==> src/rtl/ovlt_pkg.sv <==
// shared types and codes for the ordered value list table
package ovlt_pkg;

   localparam int FUNC_W   = 2;
   localparam int VALUE_W  = 32;
   localparam int STATUS_W = 3;

   typedef logic [FUNC_W-1:0]          func_type;
   typedef logic signed [VALUE_W-1:0]  value_type;
   typedef logic [STATUS_W-1:0]        status_type;

   localparam func_type FUNC_APPEND = 2'd0;
   localparam func_type FUNC_SEARCH = 2'd1;
   localparam func_type FUNC_DELETE = 2'd2;
   localparam func_type FUNC_LIST   = 2'd3;

   localparam status_type ST_DONE      = 3'd0;
   localparam status_type ST_FOUND     = 3'd1;
   localparam status_type ST_NOT_FOUND = 3'd2;
   localparam status_type ST_EMPTY     = 3'd3;
   localparam status_type ST_FULL      = 3'd4;

endpackage

==> src/rtl/ovlt_store.sv <==
// entry storage: one write port, one registered read port
module ovlt_store import ovlt_pkg::*; #(
   parameter int CAPACITY = 16,
   parameter int IDX_W    = 4
) (
   input  logic             clock,
   input  logic             wr_en,
   input  logic [IDX_W-1:0] wr_addr,
   input  value_type        wr_data,
   input  logic [IDX_W-1:0] rd_addr,
   output value_type        rd_data
);

   value_type mem [CAPACITY];
   value_type rd_data_ff;

   always_ff @(posedge clock) begin
      if (wr_en) begin
         mem[wr_addr] <= wr_data;
      end
      rd_data_ff <= mem[rd_addr];
   end

   assign rd_data = rd_data_ff;

endmodule

==> src/rtl/ovlt_ctrl.sv <==
// command sequencer: scan, compare, gap closing and result register
module ovlt_ctrl import ovlt_pkg::*; #(
   parameter int CAPACITY = 16,
   parameter int IDX_W    = 4,
   parameter int CNT_W    = 5
) (
   input  logic             clock,
   input  logic             reset,
   input  logic             req_valid,
   output logic             req_stall,
   input  func_type         req_func,
   input  value_type        req_value,
   output logic             rsp_valid,
   input  logic             rsp_stall,
   output status_type       rsp_status,
   output value_type        rsp_entry_value,
   output logic             rsp_last_of_run,
   output logic             wr_en,
   output logic [IDX_W-1:0] wr_addr,
   output value_type        wr_data,
   output logic [IDX_W-1:0] rd_addr,
   input  value_type        rd_data
);

   localparam logic [2:0] S_IDLE     = 3'd0;
   localparam logic [2:0] S_READ     = 3'd1;
   localparam logic [2:0] S_CHECK    = 3'd2;
   localparam logic [2:0] S_SHIFT_RD = 3'd3;
   localparam logic [2:0] S_SHIFT_WR = 3'd4;
   localparam logic [2:0] S_EMIT     = 3'd5;

   localparam logic [CNT_W-1:0] CAP_CNT = CNT_W'(CAPACITY);

   logic [2:0]       state_ff, state_in;
   logic [IDX_W-1:0] idx_ff, idx_in;
   logic [CNT_W-1:0] count_ff, count_in;
   func_type         func_ff, func_in;
   value_type        key_ff, key_in;
   status_type       pend_status_ff, pend_status_in;
   value_type        pend_value_ff, pend_value_in;
   logic             pend_last_ff, pend_last_in;
   logic             pend_cont_ff, pend_cont_in;
   logic             rsp_valid_ff, rsp_valid_in;
   status_type       rsp_status_ff, rsp_status_in;
   value_type        rsp_value_ff, rsp_value_in;
   logic             rsp_last_ff, rsp_last_in;

   logic [CNT_W-1:0] idx_nx;
   logic             is_last;
   logic             hit;

   assign idx_nx  = CNT_W'(idx_ff) + CNT_W'(1);
   assign is_last = (idx_nx == count_ff);
   assign hit     = (rd_data == key_ff);

   always_comb begin
      state_in       = state_ff;
      idx_in         = idx_ff;
      count_in       = count_ff;
      func_in        = func_ff;
      key_in         = key_ff;
      pend_status_in = pend_status_ff;
      pend_value_in  = pend_value_ff;
      pend_last_in   = pend_last_ff;
      pend_cont_in   = pend_cont_ff;
      rsp_valid_in   = rsp_valid_ff & rsp_stall;
      rsp_status_in  = rsp_status_ff;
      rsp_value_in   = rsp_value_ff;
      rsp_last_in    = rsp_last_ff;
      wr_en          = 1'b0;
      wr_addr        = idx_ff;
      wr_data        = rd_data;
      rd_addr        = idx_ff;
      req_stall      = (state_ff != S_IDLE);

      case (state_ff)
         S_IDLE: begin
            if (req_valid) begin
               func_in        = req_func;
               key_in         = req_value;
               idx_in         = '0;
               pend_value_in  = '0;
               pend_last_in   = 1'b1;
               pend_cont_in   = 1'b0;
               pend_status_in = ST_DONE;
               if (req_func == FUNC_APPEND) begin
                  if (count_ff == CAP_CNT) begin
                     pend_status_in = ST_FULL;
                  end else begin
                     wr_en    = 1'b1;
                     wr_addr  = count_ff[IDX_W-1:0];
                     wr_data  = req_value;
                     count_in = count_ff + CNT_W'(1);
                  end
                  state_in = S_EMIT;
               end else if (count_ff == '0) begin
                  pend_status_in = ST_EMPTY;
                  state_in       = S_EMIT;
               end else begin
                  state_in = S_READ;
               end
            end
         end
         S_READ: begin
            state_in = S_CHECK;
         end
         S_CHECK: begin
            case (func_ff)
               FUNC_SEARCH, FUNC_DELETE: begin
                  if (hit && func_ff == FUNC_SEARCH) begin
                     pend_status_in = ST_FOUND;
                     state_in       = S_EMIT;
                  end else if (hit) begin
                     if (is_last) begin
                        count_in       = count_ff - CNT_W'(1);
                        pend_status_in = ST_DONE;
                        state_in       = S_EMIT;
                     end else begin
                        state_in = S_SHIFT_RD;
                     end
                  end else if (is_last) begin
                     pend_status_in = ST_NOT_FOUND;
                     state_in       = S_EMIT;
                  end else begin
                     idx_in   = idx_nx[IDX_W-1:0];
                     state_in = S_READ;
                  end
               end
               default: begin
                  pend_status_in = ST_DONE;
                  pend_value_in  = rd_data;
                  pend_last_in   = is_last;
                  pend_cont_in   = ~is_last;
                  state_in       = S_EMIT;
               end
            endcase
         end
         S_SHIFT_RD: begin
            rd_addr  = idx_nx[IDX_W-1:0];
            state_in = S_SHIFT_WR;
         end
         S_SHIFT_WR: begin
            wr_en   = 1'b1;
            wr_addr = idx_ff;
            wr_data = rd_data;
            idx_in  = idx_nx[IDX_W-1:0];
            if (idx_nx + CNT_W'(1) == count_ff) begin
               count_in       = count_ff - CNT_W'(1);
               pend_status_in = ST_DONE;
               state_in       = S_EMIT;
            end else begin
               state_in = S_SHIFT_RD;
            end
         end
         S_EMIT: begin
            if (!rsp_valid_ff || !rsp_stall) begin
               rsp_valid_in  = 1'b1;
               rsp_status_in = pend_status_ff;
               rsp_value_in  = pend_value_ff;
               rsp_last_in   = pend_last_ff;
               if (pend_cont_ff) begin
                  idx_in   = idx_nx[IDX_W-1:0];
                  state_in = S_READ;
               end else begin
                  state_in = S_IDLE;
               end
            end
         end
         default: begin
            state_in = S_IDLE;
         end
      endcase
   end

   always_ff @(posedge clock) begin
      if (reset) begin
         state_ff     <= S_IDLE;
         count_ff     <= '0;
         rsp_valid_ff <= 1'b0;
      end else begin
         state_ff     <= state_in;
         count_ff     <= count_in;
         rsp_valid_ff <= rsp_valid_in;
      end
      idx_ff         <= idx_in;
      func_ff        <= func_in;
      key_ff         <= key_in;
      pend_status_ff <= pend_status_in;
      pend_value_ff  <= pend_value_in;
      pend_last_ff   <= pend_last_in;
      pend_cont_ff   <= pend_cont_in;
      rsp_status_ff  <= rsp_status_in;
      rsp_value_ff   <= rsp_value_in;
      rsp_last_ff    <= rsp_last_in;
   end

   assign rsp_valid       = rsp_valid_ff;
   assign rsp_status      = rsp_status_ff;
   assign rsp_entry_value = rsp_value_ff;
   assign rsp_last_of_run = rsp_last_ff;

endmodule

==> src/rtl/ordered_value_list_table_top.sv <==
// Ordered list of up to CAPACITY signed 32-bit values kept in insertion order.
// Append (func 0) stores at the tail or answers full; search (1) reports found
// or not found; delete (2) removes the first equal value and moves the later
// entries down one place; list (3) returns every entry head to tail, with
// last_of_run on the tail beat. Search, delete and list on an empty list give
// one beat with status empty. Every command gives one beat except list.
// Entries sit in a single-port-write, registered-read memory and one sequencer
// with one comparator walks it: each visited entry is read, then compared.
// Delete closes the gap by reading and then writing each later entry; list
// reads each entry, captures it and emits it before it reads the next. The
// request side stalls from acceptance until the last result beat of that
// command has been loaded into the output register.
module ordered_value_list_table_top import ovlt_pkg::*; #(
   parameter int CAPACITY = 16
) (
   input  logic       clock,
   input  logic       reset,
   input  logic       req_valid,
   output logic       req_stall,
   input  func_type   req_func,
   input  value_type  req_value,
   output logic       rsp_valid,
   input  logic       rsp_stall,
   output status_type rsp_status,
   output value_type  rsp_entry_value,
   output logic       rsp_last_of_run
);

   localparam int IDX_W = (CAPACITY > 1) ? $clog2(CAPACITY) : 1;
   localparam int CNT_W = $clog2(CAPACITY + 1);

   logic             wr_en;
   logic [IDX_W-1:0] wr_addr;
   value_type        wr_data;
   logic [IDX_W-1:0] rd_addr;
   value_type        rd_data;

   ovlt_ctrl #(
      .CAPACITY (CAPACITY),
      .IDX_W    (IDX_W),
      .CNT_W    (CNT_W)
   ) u_ctrl (
      .clock           (clock),
      .reset           (reset),
      .req_valid       (req_valid),
      .req_stall       (req_stall),
      .req_func        (req_func),
      .req_value       (req_value),
      .rsp_valid       (rsp_valid),
      .rsp_stall       (rsp_stall),
      .rsp_status      (rsp_status),
      .rsp_entry_value (rsp_entry_value),
      .rsp_last_of_run (rsp_last_of_run),
      .wr_en           (wr_en),
      .wr_addr         (wr_addr),
      .wr_data         (wr_data),
      .rd_addr         (rd_addr),
      .rd_data         (rd_data)
   );

   ovlt_store #(
      .CAPACITY (CAPACITY),
      .IDX_W    (IDX_W)
   ) u_store (
      .clock   (clock),
      .wr_en   (wr_en),
      .wr_addr (wr_addr),
      .wr_data (wr_data),
      .rd_addr (rd_addr),
      .rd_data (rd_data)
   );

endmodule

==> config.mk <==
export PLATFORM = sky130hd
export DESIGN_NAME = ordered_value_list_table_top
export DESIGN_NICKNAME = d
export VERILOG_FILES = /design/src/rtl/ovlt_pkg.sv /design/src/rtl/ovlt_store.sv /design/src/rtl/ovlt_ctrl.sv /design/src/rtl/ordered_value_list_table_top.sv
export SDC_FILE = /design/constraint.sdc
export NUM_CORES = 1
export LEC_CHECK = 0
export ABC_CLOCK_PERIOD_IN_PS = 5770
export BUFFER_PORTS_ARGS = -buffer_cell sky130_fd_sc_hd__buf_4
export CORE_ASPECT_RATIO = 1.25
export CORE_UTILIZATION = 50
export CTS_BUF_LIST = sky130_fd_sc_hd__clkbuf_2 sky130_fd_sc_hd__clkbuf_4 sky130_fd_sc_hd__clkbuf_8
export CTS_CLUSTER_SIZE = 25
export DETAILED_ROUTE_END_ITERATION = 16
export PLACE_DENSITY = 0.69
export SYNTH_ARGS = -nofsm -noshare
export SYNTH_HDL_FRONTEND = slang
export SYNTH_HIERARCHICAL = 1
export SYNTH_SLANG_ARGS = --single-unit
export TNS_END_PERCENT = 20
==> constraint.sdc <==
create_clock -name clock -period 5.77 [get_ports clock]
set_clock_uncertainty 0.1 [all_clocks]
set_input_delay 1.154 -clock clock [delete_from_list [all_inputs] [get_ports clock]]
set_output_delay 1.154 -clock clock [all_outputs]
set_load 0.01 [all_outputs]
======== Word-level counts from Yosys, hierarchy flattened ========
Memories as Yosys holds them, arrays and structs flattened. A register that Yosys moved wholly into a read port is not among the register bits.
Cells that the tools add are included.
word-level totals
  register bits after elaboration ......... 120
  RAM bits ................................ 512
  input bits .............................. 38
  output and inout port bits .............. 38
  word-level logic and storage cells ...... 130
  memories ................................ 1
memory list
  name         words  bits a word  read ports  clocked after Yosys merged registers in  wr ports  line              source
  u_store.mem  16     32           1           1                                        1         ovlt_store.sv:14  value_type mem [CAPACITY];
cells by class
  add/subtract/negate cells ............... 4
  equal/unequal tests ..................... 25
  muxes and demuxes ....................... 66
  bitwise gates (word level) .............. 2
  reductions and logical operators ........ 19
operators with widths
  cell                                                   count
  two-way mux 32 bit                                     6
  one-hot mux 32 bit (2 select lines)                    1
  two-way mux 3 bit                                      19
  two-way mux 4 bit                                      12
  two-way mux 5 bit                                      8
  equality test 32 bit                                   1
  one-hot mux 3 bit (6 select lines)                     1
  one-hot mux 4 bit (4 select lines)                     1
  one-hot mux 5 bit (3 select lines)                     1
  inequality test 2 x 1 -> 1 bit, second input constant  7
  two-way mux 1 bit                                      12
  inequality test 2 bit, second input constant           6
  adder 5 x 1 -> 5 bit, second input constant            2
  equality test 5 bit                                    2
  one-hot mux 3 bit (3 select lines)                     1
  AND reduction 9 bit                                    1
  AND reduction 8 bit                                    1
  equality test 3 x 2 -> 1 bit, second input constant    2
  equality test 3 bit, second input constant             2
  one-hot mux 1 bit (2 select lines)                     3
  AND reduction 2 bit                                    3
  nonzero test 3 bit                                     2
  adder 4 x 1 -> 5 bit, second input constant            1
  equality test 5 bit, second input constant             1
  other kinds (19)                                       20

======== Depth between registers and ports, before layout ========
Gate-level depths: netlist (run 1).
  depth in word-level cells ............... 7
  gate-level depth with buffers ........... 11
  mapped depth without buffers ............ 9

======== Cells and area by module ========
The synthesis (run 1) kept the hierarchy.
by module, submodules not included
  module      instances  cells each  area an instance (um2)
  ovlt_store  1          838         19835.3
  ovlt_ctrl   1          459         5510.3

======== Least setup slack after synthesis (run 1) ========
No wires, ideal clock.
  kind .................................... input to register
  from .................................... in req_func[1]
  to ...................................... mem u_store/mem[0][0] (netlist bit), enable pin
  arrival time ............................ 5019 ps
  data required time ...................... 5209 ps
  path slack .............................. 190 ps
  cell stages on the path ................. 9
  buffers on the path ..................... 2
  cells stage by stage .................... nor2_1 -> and3_1 -> clkbuf_1 -> and2_1 -> clkbuf_1 -> nor2_1 -> nor3_1 -> or3b_2 -> nor3_1
on the way
  cells in the longest elaborated chain, start to end .. 6
  elaborated cells between the ends (all ways) .. 9
  classes of those cells .................. mux: 8; reduce/logical: 1
RTL lines
  element                                  line                                source
  start, declared                          ordered_value_list_table_top.sv:20  input func_type req_func,
  logical NOT 2 bit                        ovlt_ctrl.sv:86                     if (req_func == FUNC_APPEND) begin
  two-way mux 1 bit                        ovlt_ctrl.sv:86
  two-way mux 1 bit                        ovlt_ctrl.sv:78                     if (req_valid) begin
  one-hot mux 1 bit (2 select lines)       ovlt_ctrl.sv:76                     case (state_ff)
  via wr_en                                ordered_value_list_table_top.sv:32  logic wr_en;
  two-way mux 1 bit                        ovlt_store.sv:18                    if (wr_en) begin
  two-way mux 1 bit (implied by the code)  ovlt_store.sv:19                    mem[wr_addr] <= wr_data;
  end, declared                            ovlt_store.sv:14
The timed path passes the listed nets, and every way through them passes these cells.

======== Worst setup path in the final report (run 1) ========
  from .................................... reg u_ctrl.count_ff[0]
  to ...................................... mem u_store/mem[11][26] (netlist bit), enable pin
on the way
  elaborated cells between the ends (all ways) .. 11
  classes of those cells .................. eq/ne: 1; mux: 10
RTL lines
  element                 line                                source
  start, declared         ovlt_ctrl.sv:36                     logic [CNT_W-1:0] count_ff, count_in;
  start signal, assigned  ovlt_ctrl.sv:182                    count_ff <= count_in;
  equality test 5 bit     ovlt_ctrl.sv:87                     if (count_ff == CAP_CNT) begin
  two-way mux 4 bit *     ovlt_ctrl.sv:87
  two-way mux 4 bit *     ovlt_ctrl.sv:86
  two-way mux 4 bit *     ovlt_ctrl.sv:78
  two-way mux 4 bit *     ovlt_ctrl.sv:76
  via wr_addr[0]          ordered_value_list_table_top.sv:33  logic [IDX_W-1:0] wr_addr;
Mark *: on every way through the listed nets, which the timed path passes. The rest lies on a longest branch.

==> results of run 1 <==
registers in the layout (all words and copies together), names as in the netlist:
name	flops
u_ctrl/state_ff	3
u_ctrl/rsp_entry_value	32
u_ctrl/pend_cont_ff	1
u_store/rd_data	32
u_ctrl/rsp_last_of_run	1
u_store/mem	512
u_ctrl/pend_last_ff	1
u_ctrl/idx_ff	4
u_ctrl/key_ff	32
u_ctrl/rsp_valid	1
u_ctrl/func_ff	2
u_ctrl/count_ff	5
u_ctrl/rsp_status	3
u_ctrl/pend_status_ff	3
u_ctrl/pend_value_ff	32
area by class of cell:
class / instances / area [um^2] / share of cell area [%]
antenna: 1 / 2.50 / 0.00868
clock buffer: 149 / 1780 / 6.16
clock inverter: 25 / 165 / 0.573
inverter: 8 / 30.0 / 0.104
multi-input combinational: 560 / 5650 / 19.6
sequential: 664 / 19500 / 67.8
tap: 651 / 815 / 2.83
timing repair buffer: 105 / 851 / 2.95
cells in the final DEF (no fill, tap or decap), types with 6 or more instances in the layout:
cell and instances:
a21oi_1 12, a22oi_1 64, and2_1 34, buf_4 100, clkbuf_4 44, clkbuf_8 105
clkinv_1 15, dfxtp_1 41, edfxtp_1 623, ha_1 7, inv_1 8, mux4_2 128
nand2_1 147, nand2b_1 7, nand3b_1 6, nor2_1 16, nor2_4 13, nor3_1 6
nor4_1 11, xor2_1 37
cells by family after synthesis:
kind of cell | synth area share, %
muxes | 11.5
and+or+nand+nor | 4.90
adders and majority gates | 0.425
DFF | 77.0
AOI/OAI and AO/OA | 3.18
xor gates and xnor gates | 1.57
buffers and inverters | 1.33
power groups by stage:
| stage | Sequential, mW | Combinational, mW | Clock (mW) |
|---|---|---|---|
| after floorplan | 6.76 | 2.96 | 0 |
| after global placement | 6.90 | 4.11 | 0 |
| after detailed placement | 6.93 | 4.20 | 0 |
| after CTS | 6.83 | 4.21 | 3.80 |
| after global routing | 6.88 | 4.49 | 3.98 |
| final | 6.83 | 4.17 | 3.72 |
final timing paths:
kind	startpoint	endpoint	slack (ps)	cells past startpoint
worst max-delay path	u_ctrl/count_ff[0]	u_store/mem[11][26]	1580	7
worst min-delay path	u_ctrl/pend_value_ff[12]	u_ctrl/rsp_entry_value[12]	320	0
worst max register to register	u_ctrl/count_ff[0]	u_store/mem[11][26]	1580	7
worst min register to register	u_ctrl/pend_value_ff[12]	u_ctrl/rsp_entry_value[12]	320	0
layer usage:
| metal | global-route usage, % | routed length [um] | up-vias | part of all wire (%) |
|---|---|---|---|---|
| met5 | 0 | 0 | - | 0 |
| li1 | - | - | 5471 | - |
| met4 | 8.85 | 1600 | 0 | 2.9 |
| met2 | 36.3 | 27600 | 541 | 50 |
| met3 | 4.09 | 3910 | 86 | 7.1 |
| met1 | 28.9 | 21900 | 6584 | 40 |
worst max-delay path, stage by stage (launching register included):
cell,delay (ps)
dfxtp_1,440
nor4_1,530
nand2_1,210
and2_1,380
o21ai_0,830
nand2_1,460
nor2_4,650
buf_12,270
stage by stage:
step	utilization [%]	hold slack (ps)	total power [mW]	std cells	setup slack, ps
finish	58.0	315	14.7	2163	1580
global route	58.0	321	15.3	2163	1440
CTS	58.0	317	14.8	2162	1720
detailed placement	54.1	305	11.1	1988	1170
global placement	54.1	301	11.0	1988	1290
floorplan	-	300	9.72	1297	190
==> flow_summary.json, run 1 <==
{
  "ys_warn_count": 6,
  "clockPowerShare_pct": 25.3,
  "cts_tree": "done",
  "min_period_over_period_pct": 72.6,
  "drive_above_1_share_pct": 28.4,
  "synth_cells": 1297,
  "hpwlAfterDp_mm": 32.4,
  "insertion_delay_ps": 680,
  "grt_pass1_wl_mm": 81.7,
  "antenna_found_initial": 2,
  "async_flop_share_pct": 0,
  "synthFlopType": "edfxtp_1",
  "period_needed_ps": 4190,
  "p_seq_share_pct": 46.4,
  "required_ps": 6040,
  "placementRows": 91,
  "clockBufferDepth": 3,
  "area_growth_pct": 13.7,
  "slew_headroom_pct": 22.1,
  "num_vias": 12700,
  "tns_ps": 0,
  "die-area_um2": 51600,
  "irDropWorstVdd_v": 0.000454,
  "io_pins": 76,
  "cp.arrival_ps": 4460,
  "drtPass1Iterations": 5,
  "first_iter_violations": 1268,
  "overflow": 0,
  "postCtsSetupBuffers": 0,
  "routedWlPerCell_um": 25.4,
  "core_um2": 49600,
  "slew_viol_final": 0,
  "setup_viol": 0,
  "ys_types": 54,
  "synth_common_cells": "edfxtp_1 (623), nand2_1 (147), mux4_2 (128)",
  "hold_violations": 0,
  "ys_ff_latch": 664,
  "via_per_inst": 5.86,
  "grt_max_degree": 129,
  "final_nets": 1481,
  "synth_edf_count": 623,
  "crit_path_max_fanout": 19,
  "final_area_um2": 28800,
  "port_buffers": 75,
  "post_dp_cell_area_um2": 26900,
  "switchingPower_mw": 4.60,
  "syn_nets": 1343,
  "power_frac_comb_pct": 28.3,
  "syn_area_um2": 25300,
  "rsz0062_at_grt": "no",
  "grtUsageTotal_pct": 22.0,
  "p_leak_nw": 9.63,
  "worst_slew_pin_slew_ps": 1170,
  "grt_pass1_vias": 12900,
  "internal_power_mw": 10.1,
  "clkTransAtPathRegs_ps": 60,
  "final_antenna_net_count": 0,
  "min_path_type": "flip-flop to flip-flop",
  "cts_hold_buf": 0,
  "cts_made_buffers": 96,
  "fmax_mhz": 239,
  "cts_resized": 0,
  "worstSetupStartpointType": "flip-flop",
  "powerDensity_nw_per_um2": 511,
  "synth.area.top_cells": "edfxtp_1 (74%), mux4_2 (11%), dfxtp_1 (3.2%), nand2_1 (2.2%), a22oi_1 (1.9%)",
  "totalWireLength_mm": 54.9,
  "clockRootBuffer": "clkbuf_8",
  "end_kind": "flip-flop",
  "die_w_um": 203,
  "status": "finished clean",
  "synth.most_common_cell": "edfxtp_1",
  "maxCapViolCount": 0,
  "synthDominantCellAreaShare_pct": 73.8,
  "start_util_pct": 51.1,
  "routabilityCongestion": 0.819,
  "route.detailed.drc": 0,
  "netSwitchingFraction_pct": 31.3,
  "syn_area_per_cell_um2": 19.5,
  "fillCellCount": 3650,
  "h-tree-depth": 3,
  "ys_seq_area_share_pct": 77.0,
  "die_h_um": 254,
  "critPathKind": "flip-flop to flip-flop",
  "cts_sinks": 664,
  "synth_top_cell_by_area": "edfxtp_1"
}
Power figures use the tool's default switching activity.
==> run 2, diff against run 1 <==
- ABC_CLOCK_PERIOD_IN_PS: 5770 -> 3500
- clock period: 5.77 -> 3.5 ns (I/O delays scaled with it)
==> flow_summary.json, run 2 (same netlist as run 1, synthesis figures left out) <==
{
  "status": "finished clean",
  "worst_slew_pin_slew_ps": 949,
  "totalWireLength_mm": 55.2,
  "p_leak_nw": 9.90,
  "largest-register": "u_store/mem",
  "end_kind": "flip-flop",
  "clkTransAtPathRegs_ps": 70,
  "die_w_um": 203,
  "cts_resized": 0,
  "holdPathStages": 1,
  "fillCellCount": 3642,
  "drive_above_1_share_pct": 30.1,
  "num_vias": 12800,
  "fin_util_pct": 59.1,
  "first_iter_violations": 1210,
  "start_util_pct": 51.1,
  "min_period_over_period_pct": 93.7,
  "grt_pass1_wl_mm": 81.4,
  "fmax_mhz": 305,
  "postCtsSetupBuffers": 0,
  "hpwlAfterDp_mm": 35.6,
  "cts_sinks": 664,
  "largest_reg_flops": 512,
  "area_growth_pct": 15.7,
  "maxCapViolCount": 0,
  "setup_ws_ps": 222,
  "powerDensity_nw_per_um2": 852,
  "worstHoldStart": "req_value[4]",
  "cts_tree": "done",
  "insertion_delay_ps": 690,
  "rr_worst_depth": 9,
  "routabilityCongestion": 0.855,
  "hold_violations": 0,
  "reg2reg_slack_ps": 220,
  "io_pins": 76,
  "overflow": 0,
  "min_path_type": "input pin to flip-flop",
  "rsz0062_at_grt": "no",
  "stdcell_count": 2204,
  "irDropWorstVdd_v": 0.000524,
  "setup_viol": 0,
  "p_total_mw": 25.0,
  "worstSetupStartpointType": "flip-flop",
  "die_h_um": 254,
  "cts_hold_buf": 0,
  "critPathKind": "flip-flop to flip-flop",
  "crit_path_max_fanout": 11,
  "cts_made_buffers": 97,
  "reg2reg_from": "u_ctrl/idx_ff[0]",
  "final_antenna_net_count": 0,
  "required_ps": 3970,
  "final_nets": 1519,
  "period_needed_ps": 3280,
  "critPathLaunch": "u_ctrl/idx_ff[0]",
  "h-tree-depth": 3,
  "clockBufferDepth": 3,
  "slew_viol_final": 0,
  "slowest_delay_ps": 620,
  "final_common_cell": "edfxtp_1",
  "grtUsageTotal_pct": 22.0,
  "crit_chain": "inv_1 > ha_1 > xor2_1 > and3_1 > o21ai_0 > a2111oi_4 > nor2_2 > nor4_1 > mux2_1",
  "antenna_found_initial": 1,
  "clockRootBuffer": "clkbuf_8",
  "pre_cts_slack_ps": 115,
  "drtPass1Iterations": 5,
  "die-area_um2": 51600,
  "via_per_inst": 5.80,
  "placementRows": 91,
  "cp.arrival_ps": 3740,
  "routedWlPerCell_um": 25.0,
  "dp.cells": 2025,
  "crit_slowest_cell": "edfxtp_1",
  "grt_max_degree": 70,
  "port_buffers": 75,
  "route.detailed.drc": 0,
  "grt_pass1_vias": 12900,
  "layout_common_cells": "edfxtp_1 (623), nand2_1 (147), buf_4 (128), mux4_2 (128), clkbuf_8 (105)",
  "slew_headroom_pct": 36.6,
  "core_um2": 49600
}
run 2: cell count changes in the layout (fill, tap and decap cells not counted), sizes merged:
cell / change
buf: +37
clkbuf: -15
clkinv: +15
bufinv: +4
clkinvlp: -1
inv: +1
run 2: area by class of cell:
| class | instances | area [um^2] | share of cell area, % |
|---|---|---|---|
| sequential | 664 | 19500 | 66.6 |
| multi-input combinational | 560 | 5680 | 19.4 |
| inverter | 8 | 30.0 | 0.102 |
| antenna | 1 | 2.50 | 0.00853 |
| clock buffer | 134 | 1660 | 5.67 |
| clock inverter | 44 | 367 | 1.25 |
| tap | 651 | 815 | 2.78 |
| timing repair buffer | 142 | 1240 | 4.23 |
run 2: path summary, 6_finish.rpt:
kind / endpoint
worst max-delay path: u_ctrl/count_ff[4]
worst min-delay path: u_ctrl/key_ff[4]
worst max register to register: u_ctrl/count_ff[4]
worst min register to register: u_ctrl/rsp_entry_value[8]
run 2: power breakdown:
group	internal, mW	leakage [nW]	switching, mW	total [mW]
Combinational	2.85	2.79	4.56	7.41
Sequential	10.7	6.03	0.487	11.2
Clock	3.53	1.08	2.83	6.36
run 2: through the flow:
| stage | instance area [um^2] | hold slack [ps] | setup TNS [ps] |
|---|---|---|---|
| 3_3_place_gp | 27300 | 302 | 0 |
| 3_5_place_dp | 27300 | 305 | 0 |
| 4_1_cts | 29300 | 51.4 | 0 |
| 6_report | 29300 | 105 | 0 |
| 5_1_grt | 29300 | 76.8 | 0 |
| 2_1_floorplan | 25400 | 300 | -99680 |
run 2: critical path: cells and delay by family (launching register included):
kind	cells	cell delay (ps)
fa+ha+maj	1	440
flops	1	620
compound gates	2	580
xor+xnor	1	250
mux	1	350
buf+inv	1	160
simple gates	3	650
run 2: layer usage:
metal / routed length (um) / vias up / GRT usage (%)
met3: 4920 / 61 / 4.68
li1: - / 5556 / -
met4: 1340 / 0 / 8.38
met5: 0 / - / 0
met2: 26300 / 561 / 33.7
met1: 22600 / 6603 / 31.1
==> run 3, diff against run 2 <==
- ABC_CLOCK_PERIOD_IN_PS: 3500 -> 4000
- PLACE_DENSITY: 0.69 -> 0.66
- clock period: 3.5 -> 4 ns (I/O delays scaled with it)
==> flow_summary.json, run 3 (same netlist as run 1, synthesis figures left out) <==
{
  "worstHoldStart": "req_value[13]",
  "cts_hold_buf": 0,
  "port_buffers": 75,
  "cts_tree": "done",
  "overflow": 0,
  "post_dp_cell_area_um2": 27200,
  "tns_ps": 0,
  "whs_ps": 191,
  "layout_common_cells": "edfxtp_1 (623), nand2_1 (147), mux4_2 (128)",
  "slew_headroom_pct": 36.5,
  "h-tree-depth": 3,
  "cts_made_buffers": 96,
  "die_h_um": 254,
  "hpwlAfterDp_mm": 36.0,
  "die_w_um": 203,
  "drtPass1Iterations": 7,
  "fmax_mhz": 295,
  "grtUsageTotal_pct": 22.7,
  "min_path_type": "input pin to flip-flop",
  "setup_viol": 0,
  "first_iter_violations": 1146,
  "worstSetupStartpointType": "flip-flop",
  "final_common_cell": "edfxtp_1",
  "fillCellCount": 3709,
  "core_um2": 49600,
  "io_pins": 76,
  "stdcell_count": 2189,
  "cp.arrival_ps": 3630,
  "reg2reg_slack_ps": 610,
  "placementRows": 91,
  "period_needed_ps": 3390,
  "reg2reg_from": "u_ctrl/count_ff[0]",
  "start_util_pct": 51.1,
  "route.detailed.drc": 0,
  "largest_reg_flops": 512,
  "final_antenna_net_count": 0,
  "r2r_end": "u_store/mem[7][4]",
  "crit_path_max_fanout": 23,
  "irDropWorstVdd_v": 0.000321,
  "final_nets": 1506,
  "postCtsSetupBuffers": 0,
  "grt_max_degree": 45,
  "clockRootBuffer": "clkbuf_8",
  "via_per_inst": 5.79,
  "required_ps": 4230,
  "min_to": "u_ctrl/key_ff[13]",
  "worst_slew_pin_slew_ps": 953,
  "p_leak_nw": 9.76,
  "rr_worst_depth": 8,
  "largest-register": "u_store/mem",
  "critPathKind": "flip-flop to flip-flop",
  "holdPathStages": 1,
  "min_period_over_period_pct": 84.9,
  "routedWlPerCell_um": 25.8,
  "dp.cells": 2013,
  "area_growth_pct": 14.7,
  "end_kind": "flip-flop",
  "status": "finished clean",
  "antenna_found_initial": 0,
  "maxCapViolCount": 0,
  "powerDensity_nw_per_um2": 743,
  "die-area_um2": 51600,
  "totalWireLength_mm": 56.5,
  "p_total_mw": 21.6,
  "cts_sinks": 664,
  "grt_pass1_wl_mm": 83.2,
  "routabilityCongestion": 0.877,
  "cts_resized": 0,
  "drive_above_1_share_pct": 29.3,
  "rsz0062_at_grt": "no",
  "clkTransAtPathRegs_ps": 70,
  "insertion_delay_ps": 700,
  "hold_violations": 0,
  "num_vias": 12700,
  "clockBufferDepth": 3,
  "final_area_um2": 29100,
  "grt_pass1_vias": 12900,
  "slew_viol_final": 0
}
-- run 3: final cells by class --
cell class | count | area, um^2 | share of cell area, %
well taps | 651 | 815 | 2.80
repair buffers | 130 | 1110 | 3.83
multi-input cells | 560 | 5670 | 19.5
inverters | 8 | 30.0 | 0.103
flip-flops and latches | 664 | 19500 | 67.2
clock buffers | 132 | 1630 | 5.60
clock inverters | 43 | 284 | 0.977
diodes | 1 | 2.50 | 0.00861
-- run 3: layer usage --
metal  vias to the layer above  global-route usage (%)  share of wire [%]
met1                      6559                    30.1                 40
met3                        80                    4.07                7.1
met5                         -                       0                  0
met2                       503                    37.3                 50
li1                       5530                       -                  -
met4                         0                    9.22                3.0
-- run 3: critical path: stages (launching register included) --
cell and delay (ps):
dfxtp_1 430, nor4_1 560, nand2_1 210, nand2_1 230, a22o_1 390, buf_4 220, nand2_1 270, nor2_4 210
buf_4 390
-- run 3: how the worst max path moves through the flow --
stage	startpoint	endpoint	slack [ps]	depth (start not counted)
after floorplan	req_func[1]	u_store/mem[1][0]	-370	9
after global placement	req_func[1]	u_store/mem[0][18]	340	9
after detailed placement	req_func[1]	u_store/mem[0][26]	340	9
after CTS	u_ctrl/state_ff[0]	u_store/mem[0][1]	680	8
after global routing	u_ctrl/state_ff[0]	u_store/mem[4][31]	430	8
final	u_ctrl/count_ff[0]	u_store/mem[7][4]	610	8
-- run 3: report_power, final --
part	internal, mW	switching [mW]	total, mW
logic	2.43	3.98	6.41
registers	9.38	0.494	9.88
clock network	2.84	2.49	5.32
-- run 3: per-stage QoR --
stage	utilization, %	setup WS (ps)
2_1_floorplan	-	-374
3_3_place_gp	54.7	344
3_5_place_dp	54.7	338
4_1_cts	58.6	683
5_1_grt	58.6	425
6_report	58.6	605
